**config.mk**
```make
export PLATFORM = sky130hd
export DESIGN_NAME = knap_alu
export DESIGN_NICKNAME = d
export VERILOG_FILES = /design/src/zero_one_knapsack_dp_macros.svh /design/src/knap_pkg.sv /design/src/knap_alu.sv
export SDC_FILE = /design/constraint.sdc
export NUM_CORES = 1
export LEC_CHECK = 0
export BUFFER_PORTS_ARGS = -buffer_cell sky130_fd_sc_hd__buf_2
export CAP_MARGIN = 0
export CORE_AREA = 2 2 104 106
export DETAILED_ROUTE_END_ITERATION = 8
export DIE_AREA = 0 0 106 108
export REMOVE_ABC_BUFFERS = 1
export SLEW_MARGIN = 20
export SYNTH_ARGS = -nofsm -noshare
export SYNTH_HDL_FRONTEND = slang
export SYNTH_SLANG_ARGS = --single-unit
```
**constraint.sdc**
```tcl
create_clock -name vclk -period 9.95
set_clock_uncertainty 0.15 [all_clocks]
set_input_delay 2.4875 -clock vclk [all_inputs]
set_output_delay 2.4875 -clock vclk [all_outputs]
set_load 0.1 [all_outputs]
```
**src/zero_one_knapsack_dp_macros.svh**
```systemverilog
// Assertion macros for the knapsack DP block.
// Used by the top level; expects clk and rst_n in scope.
`ifndef ZERO_ONE_KNAPSACK_DP_MACROS_SVH
`define ZERO_ONE_KNAPSACK_DP_MACROS_SVH

// check while out of reset
`define KNAP_ASSERT(label, prop, msg) \
  label: assert property (@(posedge clk) disable iff (!rst_n) prop) else $error(msg);

// check that also covers the reset cycles
`define KNAP_ASSERT_RST(label, prop, msg) \
  label: assert property (@(posedge clk) prop) else $error(msg);

`endif

```
**src/knap_pkg.sv**
```systemverilog
// Shared types and constants for the knapsack DP block.
// No dependencies; imported by zero_one_knapsack_dp and knap_alu.
`default_nettype none
package knap_pkg;

  localparam int VALUE_W  = 16;
  localparam int WEIGHT_W = 10;
  localparam int BEST_W   = 32;
  localparam int CAP_W    = 10;
  localparam int IN_DATA_W  = 32;
  localparam int OUT_DATA_W = 32;

  localparam logic [CAP_W-1:0]  CAP_RESET = 10'd1023;
  localparam logic [BEST_W-1:0] BEST_MAX  = {BEST_W{1'b1}};

  typedef logic [VALUE_W-1:0]  value_t;
  typedef logic [WEIGHT_W-1:0] weight_t;
  typedef logic [BEST_W-1:0]   best_t;
  typedef logic [CAP_W-1:0]    cap_t;

  typedef enum logic [2:0] {
    ST_CLEAR,
    ST_IDLE,
    ST_WALK,
    ST_DRAIN,
    ST_EMIT
  } state_t;

  typedef struct packed {
    logic fit;          // weight fits at this entry
    logic zero_entry;   // entry 0, always zero
    logic clear_entry;  // last item: write zero behind the walk
  } alu_ctrl_t;

endpackage
`default_nettype wire

```
**src/knap_alu.sv**
```systemverilog
// Shared update unit: saturating add of the item value and max against the entry.
// Depends on knap_pkg.
`default_nettype none
module knap_alu (
  input  wire knap_pkg::best_t     old_best,
  input  wire knap_pkg::best_t     base_best,
  input  wire knap_pkg::value_t    item_value,
  input  wire knap_pkg::alu_ctrl_t ctrl,
  output knap_pkg::best_t          new_best,
  output knap_pkg::best_t          wdata
);
  import knap_pkg::*;

  logic [BEST_W:0] sum;
  best_t           cand;
  logic            take;

  always_comb begin
    sum  = {1'b0, base_best} + {{(BEST_W + 1 - VALUE_W){1'b0}}, item_value};
    cand = sum[BEST_W] ? BEST_MAX : sum[BEST_W-1:0];
    take = ctrl.fit && (cand > old_best);
    if (ctrl.zero_entry) begin
      new_best = '0;
    end else if (take) begin
      new_best = cand;
    end else begin
      new_best = old_best;
    end
    wdata = ctrl.clear_entry ? '0 : new_best;
  end

endmodule
`default_nettype wire
```
==> results of run 1 <==
-- per-layer routing --
layer / GRT usage [%] / vias up
li1: - / 2008
met5: 0 / -
met2: 37.37 / 137
met3: 4.280 / 6
met4: 1.316 / 2
met1: 23.90 / 1881
-- cells by family (layout without fill, tap and decap cells) --
family                   Yosys count  count (layout)  share of synthesized area (%)
AO/OA/AOI/OAI                    116             116                          29.24
XOR/XNOR                          15              15                          4.312
adder cells (fa/ha/maj)           49              49                          20.37
buffers and inverters             69             257                          8.994
multiplexers                      24              24                          7.967
other                              0               1                              0
AND/OR/NAND/NOR                  175             175                          29.12
-- worst max-delay path by stage --
stage                   endpoint  slack, ns  depth (start not counted)
floorplan              wdata[13]      -2.91                         16
global placement    new_best[20]       0.04                         19
detailed placement     wdata[27]      -0.02                         20
CTS                    wdata[27]       0.04                         20
global route           wdata[12]      -0.02                         20
finish              new_best[19]       0.18                         20
-- report_power, final --
| part | leakage, nW | switching, mW | internal [mW] |
|---|---|---|---|
| combinational | 2.67 | 0.287 | 0.180 |
| clock | 0.00000634 | 0 | 0.0000000134 |
| sequential | 0 | 0 | 0 |
| total | 2.67 | 0.287 | 0.180 |
-- worst max-delay path, delay by kind of cell --
kind                     cells  cell delay [ns]
AO/OA/AOI/OAI                5             1.18
adder cells (fa/ha/maj)      3             0.89
buffers and inverters        5             0.80
AND/OR/NAND/NOR              7             1.76
-- stage by stage --
| step | hold WS (ns) | instance area [sq um] | TNS, ns |
|---|---|---|---|
| 2_1_floorplan | 4.997 | 2957 | -136.72 |
| 3_3_place_gp | 5.242 | 5199 | 0 |
| 3_5_place_dp | 5.239 | 5199 | -0.01910 |
| 4_1_cts | 5.245 | 5199 | 0 |
| 5_1_grt | 5.287 | 5520 | -0.1453 |
| 6_report | 5.252 | 5523 | 0 |
-- cells in the mapped netlist, types with 5 or more instances --
cell type,n,share of area (%)
xor2_1,6,1.7
or4_1,5,1.2
o21ai_0,8,1.3
nor2_1,63,7.8
a211oi_1,17,4.2
nor3_1,6,0.99
ha_1,48,20
nand4_1,14,2.9
or2_2,5,1.0
nand2_1,35,4.3
clkbuf_1,12,1.5
xnor2_1,9,2.6
a211oi_2,6,2.5
a311oi_1,5,1.4
mux2i_1,22,7.2
a21oi_1,27,4.4
nand3_1,11,1.8
buf_2,6,0.99
inv_1,49,6.0
a21o_1,13,3.2
nand2b_1,5,1.0
nor3_2,6,2.0
-- cell type report --
type,count,share of cell area (%)
well taps,136,3.081
repair buffers,208,39.85
multi-input cells,379,53.69
diodes,1,0.04531
inverters,49,3.330
-- placed cells by master, fill, tap and decap left out, types with 7 or more instances in the layout --
cell type	count
a211oi_1	8
a211oi_2	14
a21o_1	13
a21oi_1	27
buf_12	66
buf_2	83
buf_4	55
ha_1	48
inv_1	49
mux2i_1	12
mux2i_2	8
nand2_1	35
nand3_1	11
nand4_1	14
nor2_1	62
o21ai_0	7
xnor2_1	9
-- timing repair --
| item | in CTS | in global routing |
|---|---|---|
| gates cloned | 0 | 1 |
| endpoints found under the setup margin | 1 | 64 |
| resized for setup | 1 | 43 |
| pin swaps | 0 | 9 |
| hold buffers | 0 | 0 |
| setup buffers | 0 | 12 |
==> qor.yml, run 1 <==
fp.dieH_um: 108
final_cells: 773
syn_area_sq_um: 3047
critPathLaunchType: "primary input"
synth_cell_type_count: 59
wl_met2_um: 5845
drv_cap: 0
yosysSeqAreaShare_pct: 0
drive_gt1_share_pct: 43.55
fin_ws_ns: 0.1834
antenna_left: 0
dp_hpwl_um: 10080
start_util_pct: 29.78
power.leakage_nw: 2.668
min_period_ns: 9.767
multi_input_area_sq_um: 2965
fin_crit_sh_pct: 98.16
powerDensity_nw_per_um2: 84.57
holdPathEnd: "wdata[26]"
crit_slowest_cell: "or4_4"
design.seq.count: 0
nets: 770
drt_iter0_markers: 111
wl_um: 11840
cp-end-kind: "output pin"
cp_max_fo: 15
die_width_um: 106
dp_cells: 759
gp_congestion: 0.9029
startpoint: "base_best[0]"
row_count: 37
setup_viol: 0
cp_cell_sequence: "buf_2, ha_1, fa_2, a21o_1, a221oi_2, or4b_4, a311oi_4, and2b_2, buf_4, or2_2, ha_1, nand4_1, or4_4, or2_4, o22ai_4, buf_4, buf_12, nor2_1, a211oi_1, buf_12"
clkbuf_count: 0
overflow: 0
drc: 0
fp.dieArea_sq_um: 11450
worst_ir_drop_vdd_v: 0.00005050
worst_pin_slew_ns: 0.8230
vias_per_cell: 5.219
fill_cells: 946
vias: 4034
hold_violations: 0
fmax_ghz: 0.1024
syn_inst: 448
io_pins: 147
wire_per_inst_um: 15.32
fin_util_pct: 53.98
grt_pass1_vias: 4094
grt_pass1_wl_um: 19040
io_buffer_count: 147
status: "finished, final reports clean"
worstSetupPathType: "primary input to output pin"
seq_area_sq_um: 0
wl_met1_um: 4950
grt_antenna_before_repair: 2
drt_pass1_iterations: 4
worstPathRequired_ns: 7.31
power.total_mw: 0.4670
slowest_delay_ns: 0.58
whs_path_depth: 5
grt_max_degree: 35
area_growth_syn_to_layout_pct: 81.27
cp.arrival_ns: 7.13
pre_cts_ws_ns: -0.01910
timing.slew.headroom_pct: 45.13
top_layer: "met5"
rsz0062_at_grt: "true"
avgSynthCellArea_sq_um: 6.801
core-area_sq_um: 10230
hp-class: "primary input to output pin"
grt_use_total_pct: 19.75
synth_warnings: 0
drv_slew: 0
wl_met3_um: 993
min_from: "ctrl[0]"
Note: power is estimated with default switching activity, not from simulation.
==> run 2, diff against run 1 <==
--- a/config.mk
+++ b/config.mk
@@ -7,9 +7,12 @@
 export LEC_CHECK = 0
 export BUFFER_PORTS_ARGS = -buffer_cell sky130_fd_sc_hd__buf_2
 export CAP_MARGIN = 0
+export CELL_PAD_IN_SITES_DETAIL_PLACEMENT = 1
+export CELL_PAD_IN_SITES_GLOBAL_PLACEMENT = 1
 export CORE_AREA = 2 2 104 106
 export DETAILED_ROUTE_END_ITERATION = 8
 export DIE_AREA = 0 0 106 108
+export PLACE_DENSITY_LB_ADDON = 0.1
 export REMOVE_ABC_BUFFERS = 1
 export SLEW_MARGIN = 20
 export SYNTH_ARGS = -nofsm -noshare
==> run 2 against run 1 <==
Critical path depth is 1 lower. Critical path type unchanged. Sequential share of layout area stayed put. Via count is 0.30% higher. Global-route usage is 3.2 points higher. Maximum frequency is 0.36% lower. Routed wire length is 17% higher. Setup slack worse by 0.035 ns. Power is 0.29% higher.
==> qor.yml, run 2 (synthesis results as in run 1) <==
fin_util_pct: 53.11
powerDensity_nw_per_um2: 86.19
hp-class: "primary input to output pin"
pre_cts_ws_ns: -0.1352
whs_path_depth: 5
overflow: 0
power.leakage_nw: 2.607
cp_max_fo: 20
final_cells: 766
setup_viol: 0
grt_use_total_pct: 22.98
mostFrequentLayoutCell: "buf_2"
fp.dieH_um: 108
min_from: "ctrl[0]"
gp_congestion: 0.8576
row_count: 37
antenna_left: 0
nets: 764
diodes: 0
clkbuf_count: 0
worstSetupPathType: "primary input to output pin"
grt_antenna_before_repair: 0
io_pins: 147
design.seq.count: 0
grt_max_degree: 35
drt_pass1_iterations: 4
fp.dieArea_sq_um: 11450
wire_per_inst_um: 18.07
worst_ir_drop_vdd_v: 0.00004535
startpoint: "item_value[4]"
fmax_ghz: 0.1020
cp.arrival_ns: 7.16
timing.slew.headroom_pct: 42.29
io_buffer_count: 147
hold_buffers: 0
grt_pass1_wl_um: 21400
vias_per_cell: 5.282
drv_slew: 0
drc: 0
drive_gt1_share_pct: 42.06
drv_cap: 0
vias: 4046
holdPathEnd: "wdata[26]"
core-area_sq_um: 10230
worstPathRequired_ns: 7.31
wl_met2_um: 7731
start_util_pct: 29.78
grt_pass1_vias: 4335
layout_common_cells: "buf_2, buf_12, nor2_1"
area_growth_syn_to_layout_pct: 78.36
seq_area_sq_um: 0
hold_violations: 0
dp_hpwl_um: 11740
wl_met1_um: 5347
status: "finished, final reports clean"
dp_cells: 763
top_layer: "met4"
cp-end-kind: "output pin"
drt_iter0_markers: 85
worst_pin_slew_ns: 0.8656
wl_met3_um: 710
fin_crit_sh_pct: 98.51
critPathLaunchType: "primary input"
wl_um: 13850
fin_ws_ns: 0.1484
die_width_um: 106
min_period_ns: 9.802
fill_cells: 1250
run 2: worst max-delay path by stage:
stage | endpoint | slack (ns) | depth (start not counted)
floorplan | wdata[13] | -2.91 | 16
global placement | wdata[13] | -0.02 | 19
detailed placement | wdata[13] | -0.14 | 19
CTS | wdata[19] | 0.007 | 20
global route | new_best[19] | -0.03 | 21
finish | new_best[19] | 0.15 | 19
run 2: worst max-delay path, cell delays in order:
cell,delay [ns]
buf_2,0.10
ha_2,0.38
a21o_1,0.22
a221oi_4,0.10
or4b_4,0.59
buf_4,0.19
a311oi_2,0.32
mux2_2,0.41
ha_1,0.29
nand4_1,0.16
or4_4,0.45
or2_1,0.27
o22ai_4,0.23
buf_6,0.15
buf_12,0.16
nor2_1,0.09
a211oi_1,0.22
buf_4,0.16
buf_12,0.16
run 2: through the flow:
step           hold WS [ns]  area, sq um  total power [mW]  TNS [ns]
2_1_floorplan         4.997         2957            0.2758   -136.72
3_3_place_gp          5.247         5259            0.4446  -0.02135
5_1_grt               5.305         5434            0.4970   -0.1016
4_1_cts               5.255         5309            0.4616         0
6_report              5.254         5434            0.4684         0
3_5_place_dp          5.253         5259            0.4567   -0.4067
run 2: timing repair:
action / CTS / global route
endpoints found under the setup margin: 9 / 61
hold endpoints to repair: 0 / 0
setup buffers: 2 / 1
resized for setup: 6 / 28
pin swaps: 1 / 6
run 2: layout make-up:
class / count / area (sq um) / area share, %
multi-input combinational: 379 / 2929 / 53.90
timing repair buffer: 202 / 2151 / 39.58
inverter: 49 / 183.9 / 3.385
tap: 136 / 170.2 / 3.131
run 2: layer usage:
layer,vias to the layer above,track usage (%)
met4,0,1.598
met1,1950,25.23
met5,-,0
met2,98,48.11
met3,5,3.195
li1,1993,-
run 2: report_power, final:
| group | leakage, nW | internal, mW | switching, mW |
|---|---|---|---|
| combinational | 2.61 | 0.178 | 0.290 |
| sequential | 0 | 0 | 0 |
| clock | 0 | 0 | 0 |
| total | 2.61 | 0.178 | 0.290 |
